## src/hw/rtl/pcds_pkg.sv

```systemverilog
// Shared types and constants of the pulse-count dimming sequencer.
`timescale 1ns / 1ps

package pcds_pkg;

	localparam int DEF_STEPS = 32;

	localparam int ADDR_W = 4;
	localparam int DATA_W = 32;
	localparam int HOLD_W = 16;
	localparam int LEVEL_OUT_W = 6;
	localparam int TARGET_W = 8;

	// Register indexes on the configuration port.
	localparam logic [1:0] REG_PULSE_LOW  = 2'd0;
	localparam logic [1:0] REG_PULSE_HIGH = 2'd1;
	localparam logic [1:0] REG_STARTUP    = 2'd2;
	localparam logic [1:0] REG_SHUTDOWN   = 2'd3;

	localparam logic [HOLD_W-1:0] RST_PULSE_LOW  = 16'd2;
	localparam logic [HOLD_W-1:0] RST_PULSE_HIGH = 16'd2;
	localparam logic [HOLD_W-1:0] RST_STARTUP    = 16'd50;
	localparam logic [HOLD_W-1:0] RST_SHUTDOWN   = 16'd4000;

	typedef enum logic [1:0] {
		SEG_OFF,
		SEG_START,
		SEG_LOW,
		SEG_HIGH
	} seg_t;

	typedef struct packed {
		logic load;
		logic emit;
		seg_t seg;
	} cmd_t;

	typedef struct packed {
		logic tgt_eq_level;
		logic tgt_zero;
		logic tgt_full;
		logic powered;
		logic done;
		logic out_free;
	} status_t;

endpackage

```

## src/hw/rtl/pcds_ctrl.sv

```systemverilog
// Controller state machine that sequences the segments of one request.
`timescale 1ns / 1ps

module pcds_ctrl (
	input  logic              clk,
	input  logic              arst_n,
	input  logic              in_valid,
	output logic              in_stall,
	input  pcds_pkg::status_t status,
	output pcds_pkg::cmd_t    cmd
);

	typedef enum logic [2:0] {
		S_IDLE,
		S_DECIDE,
		S_OFF,
		S_START,
		S_LOW,
		S_HIGH
	} state_t;

	state_t state_q;

	assign in_stall = (state_q != S_IDLE);

	always_comb begin
		cmd.load = 1'b0;
		cmd.emit = 1'b0;
		cmd.seg  = pcds_pkg::SEG_OFF;
		unique case (state_q)
			S_IDLE: begin
				cmd.load = in_valid;
			end
			S_DECIDE: begin
			end
			S_OFF: begin
				cmd.emit = status.out_free;
				cmd.seg  = pcds_pkg::SEG_OFF;
			end
			S_START: begin
				cmd.emit = status.out_free;
				cmd.seg  = pcds_pkg::SEG_START;
			end
			S_LOW: begin
				cmd.emit = status.out_free;
				cmd.seg  = pcds_pkg::SEG_LOW;
			end
			S_HIGH: begin
				cmd.emit = status.out_free;
				cmd.seg  = pcds_pkg::SEG_HIGH;
			end
			default: begin
			end
		endcase
	end

	always_ff @(posedge clk or negedge arst_n) begin
		if (!arst_n) begin
			state_q <= S_IDLE;
		end else begin
			unique case (state_q)
				S_IDLE: begin
					if (in_valid) begin
						state_q <= S_DECIDE;
					end
				end
				S_DECIDE: begin
					priority if (status.tgt_eq_level) begin
						state_q <= S_IDLE;
					end else if (status.tgt_zero) begin
						state_q <= S_OFF;
					end else if (!status.powered) begin
						state_q <= S_START;
					end else begin
						state_q <= S_LOW;
					end
				end
				S_OFF: begin
					if (status.out_free) begin
						state_q <= S_IDLE;
					end
				end
				S_START: begin
					if (status.out_free) begin
						state_q <= status.tgt_full ? S_IDLE : S_LOW;
					end
				end
				S_LOW: begin
					if (status.out_free) begin
						state_q <= S_HIGH;
					end
				end
				S_HIGH: begin
					if (status.out_free) begin
						state_q <= status.done ? S_IDLE : S_LOW;
					end
				end
				default: begin
					state_q <= S_IDLE;
				end
			endcase
		end
	end

endmodule

```

## src/hw/rtl/pcds_dp.sv

```systemverilog
// Datapath: configuration registers, level tracking, step counter and output register.
`timescale 1ns / 1ps

module pcds_dp #(
	parameter int STEPS = pcds_pkg::DEF_STEPS
) (
	input  logic                                clk,
	input  logic                                arst_n,
	input  logic                                psel,
	input  logic                                penable,
	input  logic                                pwrite,
	input  logic [pcds_pkg::ADDR_W-1:0]         paddr,
	input  logic [pcds_pkg::DATA_W-1:0]         pwdata,
	output logic [pcds_pkg::DATA_W-1:0]         prdata,
	output logic                                pready,
	input  logic [pcds_pkg::TARGET_W-1:0]       target_level,
	output logic                                out_valid,
	input  logic                                out_stall,
	output logic                                en_level,
	output logic [pcds_pkg::HOLD_W-1:0]         hold_us,
	output logic [pcds_pkg::LEVEL_OUT_W-1:0]    level_now,
	output logic                                last,
	input  pcds_pkg::cmd_t                      cmd,
	output pcds_pkg::status_t                   status
);

	localparam int LVL_W = $clog2(STEPS + 1);
	localparam int CNT_W = $clog2(STEPS);
	localparam int PAIR_W = $clog2(STEPS + 1);
	localparam logic [LVL_W-1:0] STEPS_L = LVL_W'(STEPS);
	localparam logic [CNT_W-1:0] CNT_MAX = CNT_W'(STEPS - 1);
	localparam logic [PAIR_W-1:0] PAIR_CAP = PAIR_W'(STEPS);

	logic [pcds_pkg::HOLD_W-1:0] pulse_low_q;
	logic [pcds_pkg::HOLD_W-1:0] pulse_high_q;
	logic [pcds_pkg::HOLD_W-1:0] startup_q;
	logic [pcds_pkg::HOLD_W-1:0] shutdown_q;

	logic [LVL_W-1:0]  level_q;
	logic [CNT_W-1:0]  count_q;
	logic [PAIR_W-1:0] pairs_q;
	logic              powered_q;
	logic [LVL_W-1:0]  tgt_q;

	logic                       out_valid_q;
	logic                       en_q;
	logic [pcds_pkg::HOLD_W-1:0] hold_q;
	logic [LVL_W-1:0]           lvl_q;
	logic                       last_q;

	logic                        wr_en;
	logic [1:0]                  reg_idx;
	logic [LVL_W-1:0]            sat_tgt;
	logic [LVL_W-1:0]            reached;
	logic [CNT_W-1:0]            count_next;
	logic                        seg_en;
	logic [pcds_pkg::HOLD_W-1:0] seg_hold;
	logic [LVL_W-1:0]            seg_lvl;
	logic                        seg_last;

	assign pready  = 1'b1;
	assign reg_idx = paddr[3:2];
	assign wr_en   = psel && penable && pwrite;

	always_comb begin
		unique case (reg_idx)
			pcds_pkg::REG_PULSE_LOW:  prdata = {16'd0, pulse_low_q};
			pcds_pkg::REG_PULSE_HIGH: prdata = {16'd0, pulse_high_q};
			pcds_pkg::REG_STARTUP:    prdata = {16'd0, startup_q};
			pcds_pkg::REG_SHUTDOWN:   prdata = {16'd0, shutdown_q};
			default:                  prdata = '0;
		endcase
	end

	always_ff @(posedge clk or negedge arst_n) begin
		if (!arst_n) begin
			pulse_low_q  <= pcds_pkg::RST_PULSE_LOW;
			pulse_high_q <= pcds_pkg::RST_PULSE_HIGH;
			startup_q    <= pcds_pkg::RST_STARTUP;
			shutdown_q   <= pcds_pkg::RST_SHUTDOWN;
		end else if (wr_en) begin
			unique case (reg_idx)
				pcds_pkg::REG_PULSE_LOW:  pulse_low_q  <= pwdata[15:0];
				pcds_pkg::REG_PULSE_HIGH: pulse_high_q <= pwdata[15:0];
				pcds_pkg::REG_STARTUP:    startup_q    <= pwdata[15:0];
				pcds_pkg::REG_SHUTDOWN:   shutdown_q   <= pwdata[15:0];
				default: begin
				end
			endcase
		end
	end

	// Requests above the top step saturate to it.
	assign sat_tgt = (target_level > pcds_pkg::TARGET_W'(STEPS)) ?
		STEPS_L : target_level[LVL_W-1:0];

	always_ff @(posedge clk) begin
		if (cmd.load) begin
			tgt_q <= sat_tgt;
		end
	end

	// A zero counter stands for the full level, which the subtraction gives directly.
	assign reached    = STEPS_L - LVL_W'(count_q);
	assign count_next = (count_q == CNT_MAX) ? '0 : count_q + 1'b1;

	assign status.tgt_eq_level = (tgt_q == level_q);
	assign status.tgt_zero     = (tgt_q == '0);
	assign status.tgt_full     = (tgt_q == STEPS_L);
	assign status.powered      = powered_q;
	assign status.done         = (reached == tgt_q) || (pairs_q >= PAIR_CAP);
	assign status.out_free     = !out_valid_q || !out_stall;

	always_ff @(posedge clk or negedge arst_n) begin
		if (!arst_n) begin
			level_q   <= '0;
			count_q   <= '0;
			pairs_q   <= '0;
			powered_q <= 1'b0;
		end else if (cmd.emit) begin
			unique case (cmd.seg)
				pcds_pkg::SEG_OFF: begin
					level_q   <= '0;
					powered_q <= 1'b0;
				end
				pcds_pkg::SEG_START: begin
					level_q   <= tgt_q;
					powered_q <= 1'b1;
					count_q   <= '0;
					pairs_q   <= '0;
				end
				pcds_pkg::SEG_LOW: begin
					level_q <= tgt_q;
					count_q <= count_next;
					pairs_q <= pairs_q + 1'b1;
				end
				pcds_pkg::SEG_HIGH: begin
				end
				default: begin
				end
			endcase
		end else if (cmd.load) begin
			// A new transaction starts its pair count from zero.
			pairs_q <= '0;
		end
	end

	always_comb begin
		seg_en   = 1'b0;
		seg_hold = shutdown_q;
		seg_lvl  = tgt_q;
		seg_last = 1'b0;
		unique case (cmd.seg)
			pcds_pkg::SEG_OFF: begin
				seg_lvl  = '0;
				seg_last = 1'b1;
			end
			pcds_pkg::SEG_START: begin
				seg_en   = 1'b1;
				seg_hold = startup_q;
				seg_last = (tgt_q == STEPS_L);
			end
			pcds_pkg::SEG_LOW: begin
				seg_hold = pulse_low_q;
			end
			pcds_pkg::SEG_HIGH: begin
				seg_en   = 1'b1;
				seg_hold = pulse_high_q;
				seg_last = status.done;
			end
			default: begin
			end
		endcase
	end

	always_ff @(posedge clk or negedge arst_n) begin
		if (!arst_n) begin
			out_valid_q <= 1'b0;
		end else if (cmd.emit) begin
			out_valid_q <= 1'b1;
		end else if (!out_stall) begin
			out_valid_q <= 1'b0;
		end
	end

	always_ff @(posedge clk) begin
		if (cmd.emit) begin
			en_q   <= seg_en;
			hold_q <= seg_hold;
			lvl_q  <= seg_lvl;
			last_q <= seg_last;
		end
	end

	assign out_valid = out_valid_q;
	assign en_level  = en_q;
	assign hold_us   = hold_q;
	assign level_now = pcds_pkg::LEVEL_OUT_W'(lvl_q);
	assign last      = last_q;

endmodule

```

## src/hw/rtl/pulse_count_dimming_sequencer.sv

```systemverilog
// After a transaction is accepted, its first segment passes the decide state, a segment
// state and the output register. Throughput: one segment per cycle while out_stall is low;
// a transaction's segments (up to 2*STEPS-1 of them) come out one by one, as the controller emits them.
// A request that leaves the level unchanged produces nothing.
// Reset restores the timing registers to 2, 2, 50 and 4000 us and clears level and counter.
`timescale 1ns / 1ps

module pulse_count_dimming_sequencer #(
	parameter int STEPS = pcds_pkg::DEF_STEPS
) (
	input  logic                             clk,
	input  logic                             arst_n,
	input  logic                             psel,
	input  logic                             penable,
	input  logic                             pwrite,
	input  logic [pcds_pkg::ADDR_W-1:0]      paddr,
	input  logic [pcds_pkg::DATA_W-1:0]      pwdata,
	output logic [pcds_pkg::DATA_W-1:0]      prdata,
	output logic                             pready,
	input  logic                             in_valid,
	output logic                             in_stall,
	input  logic [pcds_pkg::TARGET_W-1:0]    target_level,
	output logic                             out_valid,
	input  logic                             out_stall,
	output logic                             en_level,
	output logic [pcds_pkg::HOLD_W-1:0]      hold_us,
	output logic [pcds_pkg::LEVEL_OUT_W-1:0] level_now,
	output logic                             last
);

	pcds_pkg::cmd_t    cmd;
	pcds_pkg::status_t status;

	pcds_ctrl u_ctrl (
		.clk      (clk),
		.arst_n   (arst_n),
		.in_valid (in_valid),
		.in_stall (in_stall),
		.status   (status),
		.cmd      (cmd)
	);

	pcds_dp #(
		.STEPS (STEPS)
	) u_dp (
		.clk          (clk),
		.arst_n       (arst_n),
		.psel         (psel),
		.penable      (penable),
		.pwrite       (pwrite),
		.paddr        (paddr),
		.pwdata       (pwdata),
		.prdata       (prdata),
		.pready       (pready),
		.target_level (target_level),
		.out_valid    (out_valid),
		.out_stall    (out_stall),
		.en_level     (en_level),
		.hold_us      (hold_us),
		.level_now    (level_now),
		.last         (last),
		.cmd          (cmd),
		.status       (status)
	);

endmodule

```

## config.mk

```make
export PLATFORM = sky130hd
export DESIGN_NAME = pulse_count_dimming_sequencer
export DESIGN_NICKNAME = d
export VERILOG_FILES = /design/src/hw/rtl/pcds_pkg.sv /design/src/hw/rtl/pcds_ctrl.sv /design/src/hw/rtl/pcds_dp.sv /design/src/hw/rtl/pulse_count_dimming_sequencer.sv
export SDC_FILE = /design/constraint.sdc
export NUM_CORES = 1
export LEC_CHECK = 0
export BUFFER_PORTS_ARGS = -buffer_cell sky130_fd_sc_hd__buf_4
export CAP_MARGIN = 20
export CORE_MARGIN = 3
export CORE_UTILIZATION = 29
export CTS_BUF_LIST = sky130_fd_sc_hd__clkbuf_4
export DETAILED_ROUTE_END_ITERATION = 10
export GPL_ROUTABILITY_DRIVEN = 0
export PLACE_DENSITY = 0.46
export SYNTH_ARGS = -nofsm -noshare
export SYNTH_HDL_FRONTEND = slang
export SYNTH_SLANG_ARGS = --single-unit
```

## constraint.sdc

```tcl
create_clock -name clk -period 6.12 [get_ports clk]
set_clock_uncertainty 0.2 [all_clocks]
set_input_delay 0.612 -clock clk [delete_from_list [all_inputs] [get_ports clk]]
set_output_delay 0.612 -clock clk [all_outputs]
set_load 0.005 [all_outputs]
```

Yosys cells after proc, flatten, opt, wreduce, memory -nomap -nowiden
Index checks and enable logic that the tools add are counted.

word-level totals
  register bits = 116
  word-level logic and storage cells = 94
  output and inout bits = 59
  input port bits = 51

cells by class
  equality and inequality tests = 22
  add/subtract/negate cells = 3
  multiplexer cells = 26
  magnitude comparators = 2
  reductions and logical operators = 26

operator list
  cell                                                    count
  case mux 32 bit (4 select lines)                        1
  case mux 16 bit (3 select lines)                        1
  2-to-1 mux 3 bit                                        10
  case mux 6 bit (2 select lines)                         2
  case mux 3 bit (6 select lines)                         1
  AND reduction 2 bit                                     8
  equality test 6 bit                                     2
  2-to-1 mux 6 bit                                        2
  case mux 3 bit (4 select lines)                         1
  inequality test 2 x 1 -> 1 bit (second input constant)  5
  case mux 5 bit (2 select lines)                         1
  equality test 2 bit (second input constant)             4
  > comparator 8 x 6 -> 1 bit (second input constant)     1
  nonzero test 2 bit                                      4
  adder 6 x 1 -> 6 bit (second input constant)            1
  equality test 3 x 2 -> 1 bit (second input constant)    2
  equality test 3 bit (second input constant)             2
  equality test 6 bit (second input constant)             1
  >= comparator 6 bit (second input constant)             1
  logical NOT 6 bit                                       1
  subtractor 6 x 5 -> 6 bit (first input constant)        1
  adder 5 x 1 -> 5 bit (second input constant)            1
  equality test 5 bit (second input constant)             1
  2-to-1 mux 5 bit                                        1
  15 further kinds                                        24

Logic depth before layout (Yosys ltp)
Gate-level depths: netlist (run 1).

  depth in word-level cells = 7
  mapped depth = 10
  depth with buffers taken out = 8

Modules after synthesis
From an unflattened synthesis (run 1), not the netlist that was laid out.

second synthesis, totals
  cell total of the unflattened synthesis = 455
  area, all modules = 5903.2 µm²

by module, submodules not included
  module     area an instance (µm²)  sequential area each (µm²)  times used  cells each
  pcds_dp    5644.2                  2991.6                      1           425
  pcds_ctrl  259.0                   75.1                        1           30

Worst setup path after synthesis (run 1)
OpenSTA, ideal clock, no wires.

  path type = register to register
  start point = register u_ctrl.state_q[1]
  end point = register u_dp.hold_q, in the netlist u_dp.hold_us[0], data pin
  setup time = 0.268 ns
  cell stages (with the launch flop) = 10
  buffers on the path = 3
  clock period less this slack = 2.572 ns
  arrival = 2.104 ns
  required time = 5.652 ns
  setup slack = 3.548 ns
  path through = dfrtp_1 -> buf_4 -> xor2_1 -> and2_1 -> inv_1 -> ha_1 -> clkbuf_1 -> clkbuf_1 -> a222oi_1 -> mux2i_1

on the way
  cells in the longest elaborated chain, start to end = 4
  elaborated cells on any way between the ends = 9
  classes of those cells = eq/ne (7); mux (2)

RTL lines
  element                                                              RTL line         RTL
  from (decl)                                                          pcds_ctrl.sv:22  state_t state_q;
  from (signal assigned)                                               pcds_ctrl.sv:85  state_q <= status.tgt_full ? S_IDLE : S_LOW;
  from (signal assigned)                                               pcds_ctrl.sv:95  state_q <= status.done ? S_IDLE : S_LOW;
  equality test 3 bit or equality test 3 x 2 -> 1 bit (tied branches)  pcds_ctrl.sv:30  unique case (state_q)
  case mux 3 bit (4 select lines) (*)                                  pcds_ctrl.sv:30
  equality test 2 bit or equality test 2 x 1 -> 1 bit (tied branches)  pcds_dp.sv:153   unique case (cmd.seg)
  case mux 16 bit (3 select lines) (*)                                 pcds_dp.sv:153
  named net u_dp.seg_hold (one bit)                                    pcds_dp.sv:57    logic [pcds_pkg::HOLD_W-1:0] seg_hold;
  to (signal assigned)                                                 pcds_dp.sv:189   hold_q <= seg_hold;
  to (decl)                                                            pcds_dp.sv:47    logic [pcds_pkg::HOLD_W-1:0] hold_q;

Mark *: on every way through the listed nets, which the timed path passes. The rest lies on a longest branch.
A chain may end at the register's enable or synchronous reset.

Final worst setup path (run 1)
  start point = register u_ctrl.state_q[2]
  end point = register u_dp.pairs_q[2]

on the way
  cells in the longest elaborated chain, start to end = 5
  elaborated cells on any way between the ends = 14
  classes of those cells = eq/ne (7); mux (4); reduce/logical (3)

RTL lines
  element                                                                            RTL line         RTL
  equality test 3 bit or equality test 3 x 2 -> 1 bit (tied branches)                pcds_ctrl.sv:30
  case mux 3 bit (4 select lines)                                                    pcds_ctrl.sv:30
  equality test 2 bit or equality test 2 x 1 -> 1 bit (tied branches)                pcds_dp.sv:121   unique case (cmd.seg)
  case mux 6 bit (2 select lines) or inequality test 3 x 1 -> 1 bit (tied branches)  --
  2-to-1 mux 6 bit or AND reduction 2 bit (tied branches)                            --
  to (signal assigned)                                                               pcds_dp.sv:135   pairs_q <= pairs_q + 1'b1;
  to (decl)                                                                          pcds_dp.sv:41    logic [PAIR_W-1:0] pairs_q;

Several ways; a longest one is shown, not always the timed one.

==> results of run 1 <==
## cells in the mapped netlist, types with 2 or more instances
master,instances,share of area
dfrtp_1,75,0.32
mux2_2,64,0.12
inv_1,34,0.022
edfxtp_1,30,0.15
buf_4,21,0.027
o21ai_0,20,0.017
nand2_1,17,0.011
a222oi_1,16,0.027
mux2i_1,16,0.027
mux4_2,16,0.061
and2_1,11,0.012
dfstp_2,11,0.049
ha_1,11,0.023
nor2_1,11,0.0070
nor2b_1,10,0.011
clkbuf_1,9,0.0057
nand3_1,8,0.0068
xnor2_1,8,0.012
buf_2,6,0.0051
nand3b_1,6,0.0077
nand2b_1,5,0.0053
a21oi_1,4,0.0034
and3_1,4,0.0043
nor3_1,4,0.0034
a22o_1,3,0.0045
a31oi_1,3,0.0032
xor2_1,3,0.0045
a211o_1,2,0.0030
a31o_2,2,0.0030
conb_1,2,0.0013
nor4b_1,2,0.0030
o2bb2ai_1,2,0.0030
o31ai_1,2,0.0026
## worst register-to-register path: cells and delay by family, from the launching register on
kind | cells | cell delay (ns)
compound gates | 3 | 0.51
xor+xnor | 1 | 0.49
fa+ha+maj | 1 | 0.88
flops | 1 | 0.54
simple gates | 2 | 0.42
## worst paths after layout
kind,end,from
max in group asynchronous,u_dp.count_q[1]$_DFFE_PN0P_,arst_n
min in group asynchronous,u_ctrl.state_q[1]$_DFFE_PN0P_,arst_n
hold reg to reg,u_dp.pairs_q[4]$_DFFE_PN0P_,u_dp.pairs_q[4]$_DFFE_PN0P_
setup reg to reg,u_dp.pairs_q[2]$_DFFE_PN0P_,u_ctrl.state_q[2]$_DFFE_PN0P_
hold / removal,u_dp.startup_q[13]$_DFFE_PN0P_,pwdata[13]
setup / recovery,u_dp.pairs_q[2]$_DFFE_PN0P_,u_ctrl.state_q[2]$_DFFE_PN0P_
## through the flow
stage / cell area (µm²) / power, mW / hold WS (ns) / utilization
detailed placement: 6620 / 1.99 / 0.271 / 0.336
finish: 6980 / 2.61 / 0.128 / 0.354
global route: 6980 / 2.79 / 0.0582 / 0.354
global placement: 6620 / 1.96 / 0.265 / 0.336
floorplan: 5940 / 1.68 / 0.116 / -
CTS: 6950 / 2.63 / 0.0678 / 0.352
## flip-flops by register name, indices dropped and copies added, names as in the netlist, 5 cells and up
signal and flops:
u_dp.count_q 5, u_dp.hold_us 16, u_dp.level_now 6, u_dp.level_q 6, u_dp.pairs_q 6, u_dp.pulse_high_q 16
u_dp.pulse_low_q 16, u_dp.shutdown_q 16, u_dp.startup_q 16, u_dp.tgt_q 6
## report_power, final
group	total, mW	internal (mW)	switching, mW
clock	0.629	0.321	0.308
sequential	1.17	1.02	0.154
combinational	0.806	0.425	0.380
## layer usage
layer,wire length (µm),part of all wire,global-route usage,vias to the layer above
li1,-,-,-,1809
met4,187,0.013,0.0434,0
met2,7400,0.51,0.221,110
met5,0,0,0,-
met3,779,0.054,0.0381,14
met1,6130,0.42,0.170,1992
## repair_timing
item | CTS | global route
hold buffers | 1 | 0
endpoints found under the setup margin | 0 | 0
endpoints found under the hold margin | 12 | 0
## cells by family after synthesis
kind of cell,Yosys count,share of synthesized area
fa+ha+maj,11,0.0234
compound gates,63,0.0800
xor+xnor,11,0.0164
simple gates,86,0.0843
buf+inv,72,0.0619
flops,116,0.522
mux,96,0.211
other cells,2,0.00128
## cell type report
cell class	count	area, µm²	share of cell area
multi-input cells	284	2500	0.359
clock inverters	15	186	0.0267
diodes	1	2.50	0.000358
clock buffers	17	128	0.0183
well taps	265	332	0.0475
repair buffers	82	633	0.0907
inverters	34	128	0.0183
flip-flops and latches	116	3070	0.439
==> flow_summary.ini, run 1 <==
[outcome]
status = complete, no violations

[clock_tree]
clock_sinks = 116
cts_tree = built
h-tree-depth = 4
insertion_delay_ns = 0.52
clk_pin_slew_worst_paths_ns = 0.13
cts_setup_buffers = 0
cts_made_buffers = 17
ctsResizeCount = 0
cts_buffer_depth = 2
root_buffer = clkbuf_4

[detailed_routing]
postRouteAntennaNets = 0
drt_pass1_iterations = 6
remaining_drc_errors = 0
wl_mm = 14.5
detail_route.vias_per_cell = 4.82
num_vias = 3925
drt-initial-drc-count = 293
wl_per_cell_um = 17.8

[worst_setup_path]
worstPathCellList = xor2_1 -> and2_1 -> ha_1 -> nor2_1 -> a2bb2oi_1 -> o21ai_0 -> o21ai_0
arrival_ns = 3.34
critPathRequiredTime_ns = 6.32
cp_top_family = adder cells
critPathMaxFanout = 19
cpPeakStageDelay_ns = 0.88
rrSetupSlack_ns = 2.98
path_class = reg2reg
crit_top_cell = o21ai_0
rr_worst_depth = 7
cp.buffers_inverters = 0
path_depth = 7
crit_slowest_cell = ha_1
worst_setup_path_end_kind = flip-flop
cp-start-kind = flip-flop

[synth]
synthCells = 457
syn_area_per_cell_um2 = 12.9
ys_async_sr_fraction = 0.741
ys_ff_latch = 116
synth-edff-count = 30
synthesis.area_um2 = 5880
ys.flop_type = dfrtp_1
yosys_warnings = 0
synth_cell_types = 52
synth-seq-area-share = 0.522

[pwr]
p_leak_nw = 2.93
peakVddDrop_mv = 0.132
powerDensity_nw_per_um2 = 374

[timing]
tns_ns = 0
setup_viol = 0
fmax_mhz = 318
period_minus_slack_ns = 3.14
setup_slack_ns = 2.98
worstMarginPinSlew_ns = 1.04
rsz0062_at_grt = no
drv_slew = 0
fin_crit_sh = 0.514
finalHoldViolations = 0
slew_headroom = 0.304

[grt]
grtUsageTotal = 0.134
antenna_found_initial = 1
grt_start_max_net_pins = 75
grt_pass1_wl_mm = 22.3
grt_pass1_vias = 3934
overflow = 0

[floorplanning]
die-width_um = 148
die_h_um = 148
core_area_um2 = 19700
initial_core_util = 0.298
pin_count = 110
die-area_um2 = 22000
row_count = 51

[cells_and_area]
layout_common_cells = 79 x buf_4, 75 x dfrtp_1, 64 x mux2_2
fill_cells = 1973
final_cell_count_no_fill = 814
area_growth_pct = 18.7
final_nets = 597
drive_gt1_frac = 0.381
final_common_cell = buf_4

[placement]
place_inst = 778
io_buffers = 74
hpwl_mm = 9.37
dp_worst_setup_slack_ns = 2.91

[flow_run]
maxCapViolCount = 0

[hold_path]
holdPathStages = 2
min_path_type = in2reg
Note: power is estimated with default switching activity, not from simulation.
==> inputs of run 2 (changes only) <==
==> constraint.sdc (replaced) <==
create_clock -name clk -period 3 [get_ports clk]
set_clock_uncertainty 0.2 [all_clocks]
set_input_delay 0.3 -clock clk [delete_from_list [all_inputs] [get_ports clk]]
set_output_delay 0.3 -clock clk [all_outputs]
set_load 0.005 [all_outputs]
==> run 2 against run 1 <==
Compared with the run above: clock power increased by 120%; flip-flop and latch count unchanged; non-clock buffer count increased by 38; wire length increased by 1.0%; via count increased by 4.1%; sequential share of layout area decreased by 2.4 points; register-to-register slack got worse by 2.4 ns; combinational power increased by 110%; count of clock-buffer cells in the layout increased by 2; global-route usage increased by 0.38 points; fmax increased by 27%; hold slack got worse by 0.063 ns; critical endpoint is now u_dp.hold_us[5]$_DFFE_PP_; largest power group unchanged.
==> flow_summary.ini, run 2 (synthesis gave the netlist of run 1 again) <==
[worst_setup_path]
cp_top_family = flip-flops
worstPathCellList = xor2_1 -> and2_1 -> inv_1 -> ha_1 -> buf_4 -> a222oi_1 -> mux2i_1
critPathMaxFanout = 13
crit_slowest_cell = dfrtp_1
path_class = reg2reg
cpPeakStageDelay_ns = 0.55
cp-start-kind = flip-flop
cp.buffers_inverters = 2
arrival_ns = 2.53
worst_setup_path_end_kind = flip-flop
critPathRequiredTime_ns = 3.06

[clock_tree]
cts_hold_buf = 30
cts_setup_buffers = 0
cts_made_buffers = 17
root_buffer = clkbuf_4
clock_sinks = 116
cts_buffer_depth = 2
clk_pin_slew_worst_paths_ns = 0.10
insertion_delay_ns = 0.51
h-tree-depth = 4
cts_tree = built
ctsResizeCount = 0

[grt]
grt_pass1_wl_mm = 23.1
grt_pass1_vias = 4206
grt_start_max_net_pins = 52
grtUsageTotal = 0.137
overflow = 0
grt.met1_usage = 0.172
use_met3 = 0.0399
top_usage_layer = met2
antenna_found_initial = 1
grtUsageMet2 = 0.228

[cells_and_area]
layout_common_cells = 88 x buf_4, 75 x dfrtp_1, 64 x mux2_2
final_common_cell = buf_4
area_growth_pct = 25.6
final_nets = 635
fin_util = 0.374
drive_gt1_frac = 0.375

[pwr]
powerDensity_nw_per_um2 = 743
p_leak_nw = 3.12
peakVddDrop_mv = 0.294

[timing]
drv_slew = 0
setup_slack_ns = 0.525
fmax_mhz = 404
finalHoldViolations = 0
fin_crit_sh = 0.825
slew_headroom = 0.508
worstMarginPinSlew_ns = 0.738
tns_ns = 0
setup_viol = 0
rsz0062_at_grt = no
period_minus_slack_ns = 2.47

[detailed_routing]
postRouteAntennaNets = 0
num_vias = 4085
detail_route.vias_per_cell = 4.79
drt_pass1_iterations = 6
remaining_drc_errors = 0
wl_per_cell_um = 17.2
drt-initial-drc-count = 265
wl_mm = 14.6

[hold_path]
min_path_type = in2reg

[floorplanning]
pin_count = 110
die-width_um = 148
initial_core_util = 0.298
core_area_um2 = 19700
die-area_um2 = 22000
die_h_um = 148
row_count = 51

[placement]
dp_worst_setup_slack_ns = 0.542
hpwl_mm = 9.53
io_buffers = 74

[flow_run]
maxCapViolCount = 0

[outcome]
status = complete, no violations
[run 2: cell type report]
cell class              instances  area, µm²
fillers                      1914      12300
diodes                          1       2.50
clock buffers                  19        143
flip-flops and latches        116       3070
inverters                      34        128
clock inverters                13        206
repair buffers                120       1000
well taps                     265        332
multi-input cells             284       2500
[run 2: per-stage QoR]
stage	total power, mW	hold slack, ns	instances	area [µm²]
after floorplan	3.42	-0.196	472	5940
after global placement	4.08	0.218	789	6730
after detailed placement	4.12	0.220	789	6730
after CTS	5.57	0.00264	851	7380
after global routing	5.86	0.0144	852	7380
final	5.48	0.0646	852	7380
[run 2: where the power goes]
part / switching [mW] / internal [mW]
Sequential: 0.291 / 2.08
Clock: 0.618 / 0.765
Combinational: 0.815 / 0.916
Total: 1.72 / 3.76
[run 2: metal layers]
layer	share of wire	up-vias
met2	0.50	122
li1	-	1888
met1	0.43	2064
met4	0.014	0
met5	0	-
met3	0.055	11
[run 2: path summary, 6_finish.rpt]
path | slack (ns) | endpoint | startpoint | cells after the start
worst max-delay path | 0.53 | u_dp.hold_us[5]$_DFFE_PP_ | u_ctrl.state_q[2]$_DFFE_PN0P_ | 7
worst min-delay path | 0.06 | u_dp.tgt_q[1]$_SDFFCE_PN0P_ | target_level[6] | 3
worst max register to register | 0.53 | u_dp.hold_us[5]$_DFFE_PP_ | u_ctrl.state_q[2]$_DFFE_PN0P_ | 7
worst min register to register | 0.29 | u_dp.pairs_q[4]$_DFFE_PN0P_ | u_dp.pairs_q[4]$_DFFE_PN0P_ | 1
max in group asynchronous | 1.69 | u_dp.shutdown_q[10]$_DFFE_PN1P_ | arst_n | 3
min in group asynchronous | 0.19 | u_dp.pulse_high_q[4]$_DFFE_PN0P_ | arst_n | 2
[run 2: worst reg2reg max path: stages (launching register included)]
cell and delay, ns:
dfrtp_1 0.55, xor2_1 0.20, and2_1 0.26, inv_1 0.12
ha_1 0.22, buf_4 0.20, a222oi_1 0.35, mux2i_1 0.12
==> inputs of run 3 (changes only) <==
--- a/config.mk
+++ b/config.mk
@@ -12,7 +12,7 @@
 export CTS_BUF_LIST = sky130_fd_sc_hd__clkbuf_4
 export DETAILED_ROUTE_END_ITERATION = 10
 export GPL_ROUTABILITY_DRIVEN = 0
-export PLACE_DENSITY = 0.46
+export PLACE_DENSITY = 0.48
 export SYNTH_ARGS = -nofsm -noshare
 export SYNTH_HDL_FRONTEND = slang
 export SYNTH_SLANG_ARGS = --single-unit
==> constraint.sdc (replaced) <==
create_clock -name clk -period 2.2 [get_ports clk]
set_clock_uncertainty 0.2 [all_clocks]
set_input_delay 0.22 -clock clk [delete_from_list [all_inputs] [get_ports clk]]
set_output_delay 0.22 -clock clk [all_outputs]
set_load 0.005 [all_outputs]
==> run 3 against run 2 <==
Compared with the run above: first-iteration DRC count rose by 1.9%; combinational power rose by 55%; cell count rose by 3.6%; sequential share of layout area fell by 1.5 points; power rose by 33%; count of clock-buffer cells in the layout fell by 2; highest routed layer unchanged; die area did not move; utilization rose by 1.4 points.
==> flow_summary.ini, run 3 (synthesis gave the netlist of run 1 again) <==
[worst_setup_path]
worst_setup_path_end_kind = flip-flop
cp-start-kind = flip-flop
arrival_ns = 2.20
regToRegStartpoint = u_ctrl.state_q[1]$_DFFE_PN0P_
reg2reg_to = u_dp.hold_us[11]$_DFFE_PP_
critPathRequiredTime_ns = 2.27
rr_worst_depth = 7
critPathMaxFanout = 17
path_class = reg2reg
rrSetupSlack_ns = 0.07

[detailed_routing]
wl_per_cell_um = 16.6
wl_mm = 14.7
drt_pass1_iterations = 6
num_vias = 4160
postRouteAntennaNets = 0
detail_route.vias_per_cell = 4.71
remaining_drc_errors = 0
drt-initial-drc-count = 270

[hold_path]
min_path_type = in2reg
holdPathStages = 4
min_to = u_dp.pulse_high_q[4]$_DFFE_PN0P_
min-delay-start = paddr[2]

[cells_and_area]
layout_common_cells = 108 x buf_4, 73 x dfrtp_1, 64 x mux2_2
drive_gt1_frac = 0.421
area_growth_pct = 30.3
fill_cells = 1914
final_nets = 666
final_common_cell = buf_4
fin_area_um2 = 7660

[timing]
setup_viol = 0
slew_headroom = 0.426
fmax_mhz = 470
period_minus_slack_ns = 2.13
worstMarginPinSlew_ns = 0.859
rsz0062_at_grt = yes
worst_hold_slack_ns = 0.191
finalHoldViolations = 0
drv_slew = 0
fin_crit_sh = 0.968

[clock_tree]
clock_sinks = 116
cts_made_buffers = 17
cts_buffer_depth = 2
clk_pin_slew_worst_paths_ns = 0.13
root_buffer = clkbuf_4
insertion_delay_ns = 0.53
cts_tree = built
h-tree-depth = 4

[outcome]
status = complete, no violations

[floorplanning]
initial_core_util = 0.298
pin_count = 110
core_area_um2 = 19700
die-area_um2 = 22000
die-width_um = 148
row_count = 51
die_h_um = 148

[pwr]
peakVddDrop_mv = 0.327
p_leak_nw = 3.24
powerDensity_nw_per_um2 = 952
swShare = 0.343
power.switching_mw = 2.50
p_int_mw = 4.79
pwr-share-comb = 0.369
power_frac_seq = 0.438
clock_power_share = 0.193

[placement]
hpwl_mm = 9.77
dpl-instance-area_um2 = 6970
io_buffers = 74

[flow_run]
maxCapViolCount = 0

[grt]
overflow = 0
grtUsageTotal = 0.141
antenna_found_initial = 1
grt_start_max_net_pins = 45
grt_pass1_vias = 4250
grt_pass1_wl_mm = 23.8
-- run 3: changes by cell type in the layout (fill, tap and decap cells not counted), sizes merged --
cell,change
buf,+27
inv,+7
bufinv,-5
dlygate4sd3,+4
clkbuf,-2
clkinv,-2
clkinvlp,+2
-- run 3: timing repair --
| item | in CTS | in global routing |
|---|---|---|
| pin swaps | 1 | 6 |
| setup endpoints to repair | 15 | 19 |
| hold buffers | 35 | 0 |
| buffers inserted | 0 | 2 |
| resized for setup | 6 | 8 |
| endpoints found under the hold margin | 159 | 0 |
-- run 3: worst max-delay path, cell delays in order, from the launching register on --
cell and delay, ns:
dfrtp_2 0.48, xor2_4 0.14, and2_4 0.19, inv_2 0.05, ha_4 0.17, buf_12 0.15
a222oi_1 0.30, mux2i_1 0.16
-- run 3: power by group through the flow --
stage,clock (mW),sequential [mW],combinational (mW)
CTS,1.49,3.20,2.68
detailed placement,0,3.24,2.59
finish,1.41,3.19,2.69
global placement,0,3.21,2.55
floorplan,0,3.14,1.59
global route,1.60,3.27,2.97
-- run 3: final cells by class --
class | instances | area [µm²] | area share
Timing Repair Buffer | 151 | 1310 | 0.171
Tap cell | 265 | 332 | 0.0433
Clock inverter | 15 | 120 | 0.0157
Multi-Input combinational cell | 284 | 2570 | 0.336
Antenna cell | 1 | 2.50 | 0.000327
Inverter | 34 | 128 | 0.0167
Clock buffer | 17 | 128 | 0.0167
Sequential cell | 116 | 3070 | 0.401
-- run 3: metal layers --
metal  routed length, µm  GRT usage  vias to the layer above
li1                    -          -                     1951
met1                6790      0.189                     2075
met2                6990      0.223                      119
met3                 663     0.0344                       15
met4                 249     0.0490                        0
met5                   0          0                        -
-- run 3: worst max-delay path by stage --
stage	start	endpoint	slack (ns)	cells past startpoint
2_1_floorplan	u_ctrl.state_q[1]$_DFFE_PN0P_	u_dp.hold_us[1]$_DFFE_PP_	0.005	8
3_3_place_gp	u_ctrl.state_q[2]$_DFFE_PN0P_	u_dp.hold_us[8]$_DFFE_PP_	0.01	7
3_5_place_dp	u_ctrl.state_q[1]$_DFFE_PN0P_	u_dp.hold_us[12]$_DFFE_PP_	-0.004	6
4_1_cts	u_ctrl.state_q[2]$_DFFE_PN0P_	in_stall	0.004	5
5_1_grt	u_ctrl.state_q[1]$_DFFE_PN0P_	u_dp.hold_us[12]$_DFFE_PP_	-0.06	6
6_report	u_ctrl.state_q[1]$_DFFE_PN0P_	u_dp.hold_us[11]$_DFFE_PP_	0.07	7
-- run 3: through the flow --
stage	power, mW	setup WS, ns	utilization	setup TNS, ns	instances
after floorplan	4.73	0.00517	-	0	472
after global placement	5.77	0.0120	0.354	0	813
after detailed placement	5.83	-0.00435	0.354	-0.0142	813
after CTS	7.37	0.00411	0.385	0	880
after global routing	7.84	-0.0647	0.389	-0.129	883
final	7.29	0.0702	0.389	0	883
